===== config.mk =====
export PLATFORM = sky130hd
export DESIGN_NAME = byte_stuffed_record_deframer
export DESIGN_NICKNAME = d
export VERILOG_FILES = /design/src/rtl/bsrd_pkg.sv /design/src/rtl/bsrd_core.sv /design/src/rtl/bsrd_out_buf.sv /design/src/rtl/byte_stuffed_record_deframer.sv
export SDC_FILE = /design/constraint.sdc
export NUM_CORES = 1
export LEC_CHECK = 0
export ABC_AREA = 1
export BUFFER_PORTS_ARGS = -buffer_cell sky130_fd_sc_hd__buf_2
export CORE_ASPECT_RATIO = 0.7
export CORE_MARGIN = 2
export CORE_UTILIZATION = 40
export CTS_CLUSTER_DIAMETER = 120
export DETAILED_ROUTE_END_ITERATION = 10
export PLACE_DENSITY_LB_ADDON = 0.3
export SLEW_MARGIN = 0
export SYNTH_ARGS = -nofsm -noshare
export SYNTH_HDL_FRONTEND = slang
export SYNTH_SLANG_ARGS = --single-unit

===== constraint.sdc =====
create_clock -name clk -period 11.79 [get_ports clk]
set_input_delay 2.358 -clock clk [delete_from_list [all_inputs] [get_ports clk]]
set_output_delay 2.358 -clock clk [all_outputs]
set_load 0.02 [all_outputs]

===== src/rtl/bsrd_pkg.sv =====
`timescale 1ns / 1ps
// ----------------------------------------------------------------------------
// bsrd_pkg
// Shared types and constants of the byte-stuffed record deframer.
// ----------------------------------------------------------------------------
package bsrd_pkg;

  localparam int unsigned BUFFER_BYTES = 2048;
  localparam int unsigned ByteCntW     = $clog2(BUFFER_BYTES + 1);
  localparam int unsigned OffW         = 12;

  localparam logic [7:0] SOF_BYTE   = 8'h5a;
  localparam logic [7:0] EOF_BYTE   = 8'h5b;
  localparam logic [7:0] ESC_BYTE   = 8'h5c;
  localparam logic [7:0] ESC_OFFSET = 8'h40;

  localparam logic [15:0] TYPE_PASSING = 16'hda09;
  localparam logic [15:0] TYPE_STATUS  = 16'hda0a;

  localparam logic [7:0] SIG_PILOT  = 8'h01;
  localparam logic [7:0] SIG_NUMBER = 8'h21;
  localparam logic [7:0] SIG_TIME   = 8'h02;

  localparam logic [7:0] SIZE_NUMBER = 8'd4;
  localparam logic [7:0] SIZE_TIME   = 8'd8;
  localparam logic [7:0] SIZE_VOLTS  = 8'd2;

  localparam logic [7:0] MAX_DATA_BYTES = 8'd8;

  typedef enum logic [1:0] {
    MODE_HUNT,
    MODE_SYNC,
    MODE_ESC
  } mode_t;

  typedef enum logic [1:0] {
    PH_SIG,
    PH_SIZE,
    PH_DATA,
    PH_DONE
  } phase_t;

  typedef enum logic [2:0] {
    KIND_PILOT,
    KIND_NUMBER,
    KIND_TIME,
    KIND_VOLTS,
    KIND_FRAME_END,
    KIND_OVERFLOW
  } kind_t;

  typedef struct packed {
    kind_t       kind;
    logic [15:0] frame_type;
    logic [63:0] value;
  } result_t;

endpackage


===== src/rtl/bsrd_core.sv =====
`timescale 1ns / 1ps
// ----------------------------------------------------------------------------
// bsrd_core
// Frame state: unstuffing, header capture and record walk, one byte a cycle.
// ----------------------------------------------------------------------------
module bsrd_core (
  input  logic              clk,
  input  logic              rst_n,
  input  logic              byte_valid,
  input  logic [7:0]        byte_data,
  output logic              res_valid,
  output bsrd_pkg::result_t res
);
  import bsrd_pkg::*;

  mode_t               mode_r, mode_nxt;
  logic [ByteCntW-1:0] byte_count_r, byte_count_nxt, byte_count_inc;
  logic [15:0]         length_word_r, length_word_nxt;
  logic [15:0]         type_word_r, type_word_nxt;
  phase_t              phase_r, phase_nxt;
  logic [7:0]          sig_r, sig_nxt;
  logic [7:0]          size_r, size_nxt;
  logic [7:0]          data_count_r, data_count_nxt;
  logic [63:0]         acc_r, acc_nxt;
  logic [OffW-1:0]     offset_r, offset_nxt;

  logic                store;
  logic [7:0]          sbyte;
  logic                do_finish;
  logic                walk_type;

  assign byte_count_inc = byte_count_r + ByteCntW'(1);

  always_comb begin
    mode_nxt        = mode_r;
    byte_count_nxt  = byte_count_r;
    length_word_nxt = length_word_r;
    type_word_nxt   = type_word_r;
    phase_nxt       = phase_r;
    sig_nxt         = sig_r;
    size_nxt        = size_r;
    data_count_nxt  = data_count_r;
    acc_nxt         = acc_r;
    offset_nxt      = offset_r;
    store           = 1'b0;
    sbyte           = byte_data;
    do_finish       = 1'b0;
    walk_type       = 1'b0;
    res_valid       = 1'b0;
    res.kind        = KIND_PILOT;
    res.value       = 64'd0;

    if (byte_valid) begin
      unique case (mode_r)
        MODE_HUNT: begin
          if (byte_data == SOF_BYTE) begin
            mode_nxt        = MODE_SYNC;
            byte_count_nxt  = '0;
            length_word_nxt = '0;
            type_word_nxt   = '0;
            phase_nxt       = PH_SIG;
            sig_nxt         = '0;
            size_nxt        = '0;
            data_count_nxt  = '0;
            acc_nxt         = '0;
            offset_nxt      = '0;
          end
        end
        MODE_SYNC: begin
          if (byte_data == EOF_BYTE) begin
            res_valid = 1'b1;
            res.kind  = KIND_FRAME_END;
            res.value = 64'(length_word_r);
            mode_nxt  = MODE_HUNT;
          end else if (byte_data == ESC_BYTE) begin
            mode_nxt = MODE_ESC;
          end else begin
            store = 1'b1;
          end
        end
        MODE_ESC: begin
          store    = 1'b1;
          sbyte    = byte_data - ESC_OFFSET;
          mode_nxt = MODE_SYNC;
        end
        default: begin
          mode_nxt = MODE_HUNT;
        end
      endcase

      if (store) begin
        priority if (byte_count_r == ByteCntW'(0)) begin
          length_word_nxt[7:0] = sbyte;
        end else if (byte_count_r == ByteCntW'(1)) begin
          length_word_nxt[15:8] = sbyte;
        end else if (byte_count_r == ByteCntW'(4)) begin
          type_word_nxt[7:0] = sbyte;
        end else if (byte_count_r == ByteCntW'(5)) begin
          type_word_nxt[15:8] = sbyte;
        end else if (byte_count_r >= ByteCntW'(6)) begin
          walk_type = (type_word_r == TYPE_PASSING) || (type_word_r == TYPE_STATUS);
          unique case (phase_r)
            PH_SIG: begin
              if (walk_type && ((16'(offset_r) + 16'd8) < length_word_r)) begin
                sig_nxt   = sbyte;
                phase_nxt = PH_SIZE;
              end else begin
                phase_nxt = PH_DONE;
              end
            end
            PH_SIZE: begin
              size_nxt       = sbyte;
              data_count_nxt = '0;
              acc_nxt        = '0;
              if (sbyte == 8'd0) begin
                do_finish = 1'b1;
              end else begin
                phase_nxt = PH_DATA;
              end
            end
            PH_DATA: begin
              if (data_count_r < MAX_DATA_BYTES) begin
                acc_nxt = acc_r | (64'(sbyte) << {data_count_r[2:0], 3'b000});
              end
              data_count_nxt = data_count_r + 8'd1;
              if (data_count_nxt == size_r) begin
                do_finish = 1'b1;
              end
            end
            PH_DONE: begin
              phase_nxt = PH_DONE;
            end
          endcase
        end else begin
          length_word_nxt = length_word_r;
        end

        if (do_finish) begin
          if (type_word_r == TYPE_PASSING) begin
            priority if (sig_nxt == SIG_PILOT) begin
              res_valid = 1'b1;
              res.kind  = KIND_PILOT;
              res.value = {56'd0, acc_nxt[7:0]};
            end else if (sig_nxt == SIG_NUMBER && size_nxt == SIZE_NUMBER) begin
              res_valid = 1'b1;
              res.kind  = KIND_NUMBER;
              res.value = acc_nxt;
            end else if (sig_nxt == SIG_TIME && size_nxt == SIZE_TIME) begin
              res_valid = 1'b1;
              res.kind  = KIND_TIME;
              res.value = acc_nxt;
            end else begin
              res_valid = 1'b0;
            end
          end else if (type_word_r == TYPE_STATUS) begin
            if (sig_nxt == SIG_NUMBER && size_nxt == SIZE_VOLTS) begin
              res_valid = 1'b1;
              res.kind  = KIND_VOLTS;
              res.value = acc_nxt;
            end
          end
          offset_nxt = offset_r + OffW'(size_nxt) + OffW'(2);
          phase_nxt  = PH_SIG;
        end

        byte_count_nxt = byte_count_inc;
        if (byte_count_inc == ByteCntW'(BUFFER_BYTES)) begin
          mode_nxt       = MODE_HUNT;
          byte_count_nxt = '0;
          res_valid      = 1'b1;
          res.kind       = KIND_OVERFLOW;
          res.value      = 64'd0;
        end
      end
    end

    res.frame_type = type_word_nxt;
  end

  always_ff @(posedge clk) begin
    if (!rst_n) begin
      mode_r        <= MODE_HUNT;
      byte_count_r  <= '0;
      length_word_r <= '0;
      type_word_r   <= '0;
      phase_r       <= PH_SIG;
      sig_r         <= '0;
      size_r        <= '0;
      data_count_r  <= '0;
      acc_r         <= '0;
      offset_r      <= '0;
    end else begin
      mode_r        <= mode_nxt;
      byte_count_r  <= byte_count_nxt;
      length_word_r <= length_word_nxt;
      type_word_r   <= type_word_nxt;
      phase_r       <= phase_nxt;
      sig_r         <= sig_nxt;
      size_r        <= size_nxt;
      data_count_r  <= data_count_nxt;
      acc_r         <= acc_nxt;
      offset_r      <= offset_nxt;
    end
  end

  a_count_in_range: assert property (@(posedge clk) disable iff (!rst_n)
    byte_count_r < ByteCntW'(BUFFER_BYTES))
    else $error("byte count reached buffer size");

  a_overflow_hunts: assert property (@(posedge clk) disable iff (!rst_n)
    (res_valid && res.kind == KIND_OVERFLOW) |=> (mode_r == MODE_HUNT && byte_count_r == '0))
    else $error("overflow did not return to hunting");

  a_data_phase_size: assert property (@(posedge clk) disable iff (!rst_n)
    (phase_r == PH_DATA) |-> (size_r != 8'd0 && data_count_r < size_r))
    else $error("record data count out of range");

  a_frame_end_hunts: assert property (@(posedge clk) disable iff (!rst_n)
    (res_valid && res.kind == KIND_FRAME_END) |=> (mode_r == MODE_HUNT))
    else $error("frame end did not return to hunting");

endmodule


===== src/rtl/bsrd_out_buf.sv =====
`timescale 1ns / 1ps
// ----------------------------------------------------------------------------
// bsrd_out_buf
// Two-entry result buffer that parts the core from output back-pressure.
// ----------------------------------------------------------------------------
module bsrd_out_buf (
  input  logic              clk,
  input  logic              rst_n,
  input  logic              wr_en,
  input  bsrd_pkg::result_t wr_data,
  output logic              full,
  output logic              rd_valid,
  input  logic              rd_stall,
  output bsrd_pkg::result_t rd_data
);
  import bsrd_pkg::*;

  result_t     entry_r [2];
  logic        wr_ptr_r, wr_ptr_nxt;
  logic        rd_ptr_r, rd_ptr_nxt;
  logic [1:0]  count_r, count_nxt;
  logic        rd_en;

  assign full     = (count_r == 2'd2);
  assign rd_valid = (count_r != 2'd0);
  assign rd_data  = entry_r[rd_ptr_r];
  assign rd_en    = rd_valid && !rd_stall;

  always_comb begin
    wr_ptr_nxt = wr_ptr_r ^ wr_en;
    rd_ptr_nxt = rd_ptr_r ^ rd_en;
    count_nxt  = count_r + 2'(wr_en) - 2'(rd_en);
  end

  always_ff @(posedge clk) begin
    if (wr_en) begin
      entry_r[wr_ptr_r] <= wr_data;
    end
  end

  always_ff @(posedge clk) begin
    if (!rst_n) begin
      wr_ptr_r <= 1'b0;
      rd_ptr_r <= 1'b0;
      count_r  <= 2'd0;
    end else begin
      wr_ptr_r <= wr_ptr_nxt;
      rd_ptr_r <= rd_ptr_nxt;
      count_r  <= count_nxt;
    end
  end

  a_no_write_when_full: assert property (@(posedge clk) disable iff (!rst_n)
    full |-> !wr_en)
    else $error("write into full result buffer");

  a_count_bound: assert property (@(posedge clk) disable iff (!rst_n)
    count_r <= 2'd2)
    else $error("result buffer count out of range");

  a_ptr_match: assert property (@(posedge clk) disable iff (!rst_n)
    (count_r == 2'd0 || count_r == 2'd2) |-> (wr_ptr_r == rd_ptr_r))
    else $error("result buffer pointers disagree with count");

endmodule


===== src/rtl/byte_stuffed_record_deframer.sv =====
`timescale 1ns / 1ps
// an accepted byte is held in the input register; its result is then written into the result buffer, which drives out_
// throughput: one byte per cycle, sustained while out_stall stays low
// the input register holds while the two-entry result buffer is full
// reset: synchronous active-low rst_n; returns to hunting for the start byte,
// clears the frame state and empties the result buffer
// ----------------------------------------------------------------------------
// byte_stuffed_record_deframer
// Unstuffs framed serial bytes and reports record values and frame events.
// ----------------------------------------------------------------------------
module byte_stuffed_record_deframer (
  input  logic        clk,
  input  logic        rst_n,
  input  logic        in_valid,
  output logic        in_stall,
  input  logic [7:0]  in_byte,
  output logic        out_valid,
  input  logic        out_stall,
  output logic [2:0]  out_kind,
  output logic [15:0] out_frame_type,
  output logic [63:0] out_value
);
  import bsrd_pkg::*;

  logic       in_valid_r, in_valid_nxt;
  logic [7:0] in_byte_r;
  logic       buf_full;
  logic       proc;
  logic       res_valid;
  result_t    res;
  result_t    out_data;

  assign proc     = in_valid_r && !buf_full;
  assign in_stall = in_valid_r && buf_full;

  always_comb begin
    in_valid_nxt = in_valid_r;
    if (!in_stall) begin
      in_valid_nxt = in_valid;
    end
  end

  always_ff @(posedge clk) begin
    if (!in_stall && in_valid) begin
      in_byte_r <= in_byte;
    end
  end

  always_ff @(posedge clk) begin
    if (!rst_n) begin
      in_valid_r <= 1'b0;
    end else begin
      in_valid_r <= in_valid_nxt;
    end
  end

  bsrd_core u_core (
    .clk       (clk),
    .rst_n     (rst_n),
    .byte_valid(proc),
    .byte_data (in_byte_r),
    .res_valid (res_valid),
    .res       (res)
  );

  bsrd_out_buf u_out_buf (
    .clk     (clk),
    .rst_n   (rst_n),
    .wr_en   (res_valid),
    .wr_data (res),
    .full    (buf_full),
    .rd_valid(out_valid),
    .rd_stall(out_stall),
    .rd_data (out_data)
  );

  assign out_kind       = out_data.kind;
  assign out_frame_type = out_data.frame_type;
  assign out_value      = out_data.value;

endmodule


==> flow_summary.json, run 1 <==
{
  "maxCapViolCount": 0,
  "grt_pass1_vias": 15400,
  "pre_cts_slack_ns": 5.91,
  "antenna_found_initial": 0,
  "die-area_um2": 48500,
  "synthArstFlopShare_pct": 0,
  "slowest_stage": "buf_4",
  "cp_cell_sequence": "ha_1, nand3_1, nor3_1, nand2_1, xor2_1, ha_1, a21oi_1, nand2_1, nand2_1, o21ai_0, nor2_4, nand3_4, o21ai_2, nand2_2, nor2_2, nand3_1, nand3_2, o211ai_1, a21oi_1, ha_4, buf_4",
  "portBuffers": 96,
  "rsz0062_at_grt": "no",
  "ctsHoldBuffers": 0,
  "fin_util_pct": 44.8,
  "cpPeakStageDelay_ns": 0.62,
  "critPathKind": "reg2reg",
  "first_iter_violations": 2473,
  "yosysUniqueCellTypes": 57,
  "r2r_end": "u_out_buf.entry_r[0][34]$_DFFE_PP_",
  "fmax_mhz": 169,
  "avgSynthCellArea_um2": 8.15,
  "status": "complete, no violations",
  "tns_ns": 0,
  "final_layout_size_suffix_gt1_share_pct": 15.5,
  "slew_violations": 0,
  "routed_wl_um": 59000,
  "fin_crit_sh_pct": 50.2,
  "grt.total_usage_pct": 23.7,
  "finalSetupViolations": 0,
  "timing.final.crit_period_ns": 5.91,
  "end_kind": "flop",
  "arrival_ns": 6.08,
  "start_util_pct": 40.4,
  "ys_ff_latch": 328,
  "cts_resized": 0,
  "root_buffer": "clkbuf_16",
  "ys_warn_count": 0,
  "synth_nets": 2354,
  "post_cts_buffers": 0,
  "viasPerCell": 5.74,
  "hold_path_depth": 2,
  "htree_levels": 2,
  "firstDrtPassIters": 6,
  "yosysSeqAreaShare_pct": 44.4,
  "grt_first_pass_wirelength_um": 90100,
  "area_growth_syn_to_layout_pct": 11.0,
  "finalPower_mw": 2.62,
  "min_path_type": "reg2reg",
  "crit_required_ns": 11.96,
  "ys.flop_type": "edfxtp_1",
  "grt_max_degree": 92,
  "cts_tree": "yes",
  "synth_area_um2": 18700,
  "clockBufferDepth": 3,
  "whs_endpoint": "u_core.length_word_r[6]$_SDFFE_PN0P_",
  "netlist.area_leader.share_pct": 28.0,
  "synthCells": 2293,
  "die_y_um": 185,
  "synth_area_leaders": "edfxtp_1 (28%), dfxtp_1 (16%), nand2_1 (11%)",
  "nNetsFinal": 2369,
  "clk_pin_slew_ns": 0.06,
  "hp-start": "u_core.length_word_r[6]$_SDFFE_PN0P_",
  "cp_max_fo": 44,
  "yosysMostFrequentCell": "nand2_1",
  "place.detailed.hpwl_um": 39600,
  "placement_rows": 66,
  "slew-limit-headroom_pct": 17.1,
  "gp_congestion": 0.963,
  "p_per_area_nw_per_um2": 126,
  "cts-buffers-inserted": 35,
  "die_w_um": 262,
  "drc": 0,
  "rr_worst_depth": 21,
  "r2r_start": "u_core.offset_r[3]$_SDFFE_PN0P_",
  "clkSinkCount": 328,
  "insertion_delay_ns": 0.57,
  "core_um2": 46300,
  "worst_slack_ns": 5.88,
  "num_antenna_cells": 0,
  "fin_skew_ns": 0.0359,
  "tightest_slew_ns": 1.23,
  "hold_ws_ns": 0.462,
  "synth_edf_count": 174,
  "route.vias.total": 16900,
  "ant_nets": 0,
  "yosys.area.top_type": "edfxtp_1",
  "worst_path_most_repeated_cell": "nand2_1",
  "leakage_nw": 7.87,
  "ios": 97,
  "ys_top_cells_by_count": "nand2_1 (553), a21oi_1 (260), nor2_1 (191)",
  "worst_setup_path_start_kind": "flop",
  "final_hold_viol_count": 0,
  "wl_per_cell_um": 20.0,
  "vdd_drop_max_uv": 68.1,
  "r2r_setup_slack_ns": 5.88,
  "grt-ovfl-total": 0
}
-- per-layer routing --
layer | share of wire [%] | routed length, µm | global-route usage [%]
met2 | 40 | 23800 | 33.4
met5 | 0 | 0 | 0
met1 | 46 | 27400 | 35.7
met3 | 11 | 6570 | 6.18
met4 | 2.1 | 1210 | 6.00
-- metrics by stage --
step | cell area (µm²) | cells
2_1_floorplan | 18700 | 2293
3_3_place_gp | 19600 | 2883
3_5_place_dp | 19600 | 2883
4_1_cts | 20700 | 2947
5_1_grt | 20700 | 2947
6_report | 20700 | 2947
-- sequential cells by signal, summed over array words and instances, names as in the netlist, 12 cells and up, named ones only --
signal                cells
u_out_buf.entry_r       166
u_core.acc_r             64
u_core.type_word_r       16
u_core.byte_count_r      12
u_core.length_word_r     16
u_core.offset_r          12
-- report_power, final --
group	total [mW]	leakage, nW	internal (mW)	switching, mW
clock	1.16	0.574	0.666	0.495
sequential	1.23	2.86	1.21	0.0232
combinational	0.229	4.44	0.0817	0.147
-- layout by cell type, fill, tap and decap left out, types with 5 or more instances in the layout --
cell type | Yosys | routed
a31oi_1 | 28 | 28
nand4_1 | 33 | 33
buf_4 | 2 | 22
o2111ai_1 | 10 | 10
bufinv_16 | 0 | 5
o21ai_0 | 125 | 125
nor3_2 | 20 | 20
o311ai_0 | 12 | 12
clkinv_1 | 5 | 9
mux2_2 | 83 | 83
inv_2 | 8 | 8
inv_1 | 158 | 156
nor3b_1 | 6 | 6
nor4_1 | 7 | 7
clkinv_2 | 1 | 9
nand3_1 | 64 | 64
clkbuf_1 | 108 | 8
nand3b_1 | 9 | 9
o21ai_2 | 6 | 6
nor2_1 | 191 | 189
nand2_2 | 13 | 13
nor3_1 | 50 | 50
buf_2 | 15 | 96
nor2_2 | 7 | 8
dfxtp_1 | 154 | 153
xor2_1 | 22 | 21
edfxtp_1 | 174 | 174
nand2_1 | 553 | 552
a21oi_1 | 260 | 259
clkbuf_16 | 0 | 35
xnor2_1 | 9 | 9
nor2_4 | 8 | 9
o221a_2 | 14 | 14
o211ai_1 | 34 | 34
ha_1 | 48 | 46
-- worst max-delay path: cells and delay by family, from the launching register on --
| kind | cells | cell delay (ns) |
|---|---|---|
| AND/OR/NAND/NOR | 11 | 2.06 |
| buffers and inverters | 1 | 0.62 |
| adder cells (fa/ha/maj) | 3 | 1.12 |
| XOR/XNOR | 1 | 0.16 |
| AO/OA/AOI/OAI | 5 | 1.10 |
| flip-flops | 1 | 0.44 |
-- area by class of cell --
| class | count | area [µm²] |
|---|---|---|
| inverter | 173 | 657 |
| sequential | 328 | 8310 |
| clock inverter | 21 | 263 |
| tap | 612 | 766 |
| fill | 4418 | 25600 |
| clock buffer | 43 | 906 |
| multi-input combinational | 1652 | 9200 |
| timing repair buffer | 118 | 646 |
-- logic make-up after synthesis --
group | Yosys count | share of synthesized area, %
simple gates | 981 | 23.5
buf+inv | 313 | 6.69
xor+xnor | 31 | 1.45
flops | 328 | 44.4
fa+ha+maj | 49 | 3.32
compound gates | 508 | 15.6
mux | 83 | 5.00
-- worst max-delay path by stage --
| stage | from | end | slack (ns) | cells past startpoint |
|---|---|---|---|---|
| final | u_core.offset_r[3]$_SDFFE_PN0P_ | u_out_buf.entry_r[0][34]$_DFFE_PP_ | 5.88 | 21 |
| after global routing | u_core.offset_r[3]$_SDFFE_PN0P_ | u_out_buf.entry_r[1][34]$_DFFE_PP_ | 5.35 | 21 |
| after detailed placement | u_core.offset_r[3]$_SDFFE_PN0P_ | u_out_buf.entry_r[1][61]$_DFFE_PP_ | 5.91 | 21 |
| after floorplan | u_core.offset_r[3]$_SDFFE_PN0P_ | u_out_buf.entry_r[1][0]$_DFFE_PP_ | 6.00 | 22 |
| after CTS | u_core.offset_r[3]$_SDFFE_PN0P_ | u_out_buf.entry_r[1][32]$_DFFE_PP_ | 5.86 | 21 |
| after global placement | u_core.offset_r[3]$_SDFFE_PN0P_ | u_out_buf.entry_r[0][62]$_DFFE_PP_ | 6.10 | 23 |
(Power assumes the default switching activity.)
==> run 2, diff against run 1 <==
--- a/config.mk
+++ b/config.mk
@@ -5,7 +5,7 @@
 export SDC_FILE = /design/constraint.sdc
 export NUM_CORES = 1
 export LEC_CHECK = 0
-export ABC_AREA = 1
+export ABC_AREA = 0
 export BUFFER_PORTS_ARGS = -buffer_cell sky130_fd_sc_hd__buf_2
 export CORE_ASPECT_RATIO = 0.7
 export CORE_MARGIN = 2
==> constraint.sdc (replaced) <==
create_clock -name clk -period 5.8 [get_ports clk]
set_input_delay 1.16 -clock clk [delete_from_list [all_inputs] [get_ports clk]]
set_output_delay 1.16 -clock clk [all_outputs]
set_load 0.02 [all_outputs]
==> run 2 against run 1 <==
Sequential power up 100%; synthesized area fell by 13%; largest power group unchanged; sequential share of layout area rose by 4.9 points; utilization grew 1.6 points; critical path type unchanged; wire length fell by 24%; maximum frequency increased by 9.3%; combinational power decreased by 38%; cell area down 11%; cell count shrank 23%; die area decreased by 13%.
==> flow_summary.json, run 2 <==
{
  "status": "complete, no violations",
  "ios": 97,
  "clockBufferDepth": 3,
  "clkSinkCount": 328,
  "antenna_found_initial": 0,
  "arrival_ns": 5.83,
  "synth_edf_count": 174,
  "grt_first_pass_wirelength_um": 69000,
  "tns_ns": 0,
  "fmax_mhz": 185,
  "netlist.area_leader.share_pct": 32.3,
  "largest_register_ffs": 166,
  "fin_crit_sh_pct": 93.3,
  "tightest_slew_ns": 1.13,
  "portBuffers": 96,
  "path_delay_family": "compound AO/OA/AOI/OAI gates",
  "insertion_delay_ns": 0.54,
  "cts_tree": "yes",
  "wl_met1_um": 21400,
  "synth_area_um2": 16200,
  "dr_wl_met2_um": 19000,
  "final_hold_viol_count": 0,
  "ctsHoldBuffers": 0,
  "viasPerCell": 5.74,
  "ys_warn_count": 0,
  "netSwitchingFraction_pct": 21.6,
  "synth_area_leaders": "edfxtp_1 (32%), dfxtp_1 (19%), mux2_2 (6.0%)",
  "fillers": 3693,
  "rr_worst_depth": 21,
  "seqPwrFrac_pct": 49.7,
  "vdd_drop_max_uv": 160,
  "cts-buffers-inserted": 36,
  "start_util_pct": 40.6,
  "min_path_type": "reg2reg",
  "cp_max_fo": 14,
  "routed_wl_um": 44900,
  "core_um2": 39800,
  "placement_rows": 61,
  "timing.final.crit_period_ns": 5.41,
  "top_regs": "u_out_buf.entry_r (166), u_core.acc_r (64)",
  "grt_pass1_vias": 12100,
  "slew_violations": 0,
  "drc": 0,
  "slew-limit-headroom_pct": 24.7,
  "num_antenna_cells": 0,
  "htree_levels": 2,
  "leakage_nw": 5.72,
  "area_growth_syn_to_layout_pct": 14.1,
  "fin_skew_ns": 0.0231,
  "cp_cell_sequence": "inv_1, ha_1, or2_2, o2111ai_1, nand2_1, nand3_1, a21boi_0, ha_1, inv_1, ha_1, inv_1, fa_1, nor2b_1, o21ai_0, a21boi_0, o21a_1, o21ai_0, a211oi_1, o21ai_0, and2_1, o21a_1",
  "die_w_um": 244,
  "ys.flop_type": "edfxtp_1",
  "root_buffer": "clkbuf_16",
  "yosysMostFrequentCell": "nor2_1",
  "route.vias.total": 13000,
  "avgSynthCellArea_um2": 9.93,
  "clk_pin_slew_ns": 0.06,
  "power_switching_mw": 1.07,
  "finalPower_mw": 4.95,
  "synthCells": 1630,
  "cpPeakStageDelay_ns": 0.56,
  "ant_nets": 0,
  "hold_ws_ns": 0.486,
  "fin_util_pct": 46.4,
  "maxCapViolCount": 0,
  "grt-ovfl-total": 0,
  "whs_endpoint": "u_core.acc_r[1]$_SDFFE_PN0P_",
  "synth_nets": 1691,
  "dp.cells": 2189,
  "final_layout_size_suffix_gt1_share_pct": 17.2,
  "yosys.area.top_type": "edfxtp_1",
  "crit_required_ns": 6.22,
  "place.detailed.hpwl_um": 30100,
  "end_kind": "flop",
  "clockPowerShare_pct": 47.4,
  "critPathKind": "reg2reg",
  "die-area_um2": 42100,
  "cp.buffers_inverters": 3,
  "p_int_mw": 3.88,
  "r2r_start": "u_core.byte_count_r[0]$_SDFFE_PN0P_",
  "grt_max_degree": 65,
  "worst_setup_path_start_kind": "flop",
  "synthArstFlopShare_pct": 0,
  "ys_ff_latch": 328,
  "p_comb_share_pct": 2.9,
  "hold_path_depth": 2,
  "gp_congestion": 0.978,
  "grt.total_usage_pct": 21.0,
  "rsz0062_at_grt": "no",
  "finalSetupViolations": 0,
  "yosysUniqueCellTypes": 76,
  "wl_met3_um": 3350,
  "die_y_um": 172,
  "slowest_stage": "o2111ai_1",
  "final_cells": 2255,
  "hp-start": "u_core.acc_r[1]$_SDFFE_PN0P_",
  "ys_top_cells_by_count": "nor2_1 (223), edfxtp_1 (174), nand2_1 (174)",
  "layout_commonest_cell": "nor2_1",
  "yosysSeqAreaShare_pct": 51.3,
  "cts_resized": 0,
  "first_iter_violations": 1566,
  "wl_per_cell_um": 19.9,
  "r2r_end": "u_core.offset_r[9]$_SDFFE_PN0P_",
  "post_cts_buffers": 0,
  "p_per_area_nw_per_um2": 268,
  "nNetsFinal": 1753,
  "firstDrtPassIters": 5,
  "highest_layer": "met4",
  "layout_common_cells": "nor2_1 (222), nand2_1 (174), edfxtp_1 (174)",
  "r2r_setup_slack_ns": 0.39,
  "largest_register": "u_out_buf.entry_r"
}
run 2: worst max-delay path by stage:
| stage | from | to | cells past startpoint |
|---|---|---|---|
| final | u_core.byte_count_r[0]$_SDFFE_PN0P_ | u_core.offset_r[9]$_SDFFE_PN0P_ | 21 |
| after global routing | u_core.byte_count_r[0]$_SDFFE_PN0P_ | u_core.offset_r[9]$_SDFFE_PN0P_ | 21 |
| after CTS | u_core.byte_count_r[0]$_SDFFE_PN0P_ | u_out_buf.entry_r[0][79]$_DFFE_PP_ | 13 |
| after detailed placement | u_core.byte_count_r[0]$_SDFFE_PN0P_ | u_out_buf.entry_r[0][67]$_DFFE_PP_ | 13 |
| after global placement | u_core.byte_count_r[0]$_SDFFE_PN0P_ | u_core.offset_r[9]$_SDFFE_PN0P_ | 21 |
| after floorplan | u_core.offset_r[3]$_SDFFE_PN0P_ | u_out_buf.entry_r[1][0]$_DFFE_PP_ | 15 |
run 2: cell families after synthesis:
group / share of synthesized area (%)
and+or+nand+nor: 18.1
AOI/OAI and AO/OA: 15.1
DFF: 51.3
buffers and inverters: 3.63
muxes: 6.25
adders and majority gates: 3.83
xor gates and xnor gates: 1.73
run 2: tightest hold or removal path: cells and delay by family (launching register included):
family | cells | cell delay [ns]
DFF | 1 | 0.33
AOI/OAI and AO/OA | 1 | 0.06
and+or+nand+nor | 1 | 0.07
run 2: routing by layer:
layer  global-route usage, %  vias to the layer above
met2                    31.3                      492
met3                    3.80                       85
li1                        -                     6066
met5                       0                        -
met4                    5.99                        0
met1                    31.0                     6307
run 2: metrics by stage:
step	area [µm²]	worst slack, ns
after global placement	17300	0.783
after global routing	18500	0.00228
after detailed placement	17300	0.511
final	18500	0.387
after floorplan	16200	0.258
after CTS	18500	0.459
run 2: layout make-up:
type	instances	area, µm²	share of cell area (%)
Clock buffer	47	995	5.38
Clock inverter	19	213	1.15
Inverter	41	154	0.833
Multi-Input combinational cell	1157	7360	39.8
Timing Repair Buffer	128	771	4.17
Tap cell	535	669	3.62
Sequential cell	328	8310	45.0
run 2: power groups by stage:
stage	Sequential [mW]	Clock (mW)	Combinational, mW
3_3_place_gp	2.51	0	0.142
4_1_cts	2.46	2.39	0.143
5_1_grt	2.46	2.47	0.153
3_5_place_dp	2.51	0	0.142
6_report	2.46	2.35	0.143
2_1_floorplan	2.49	0	0.111
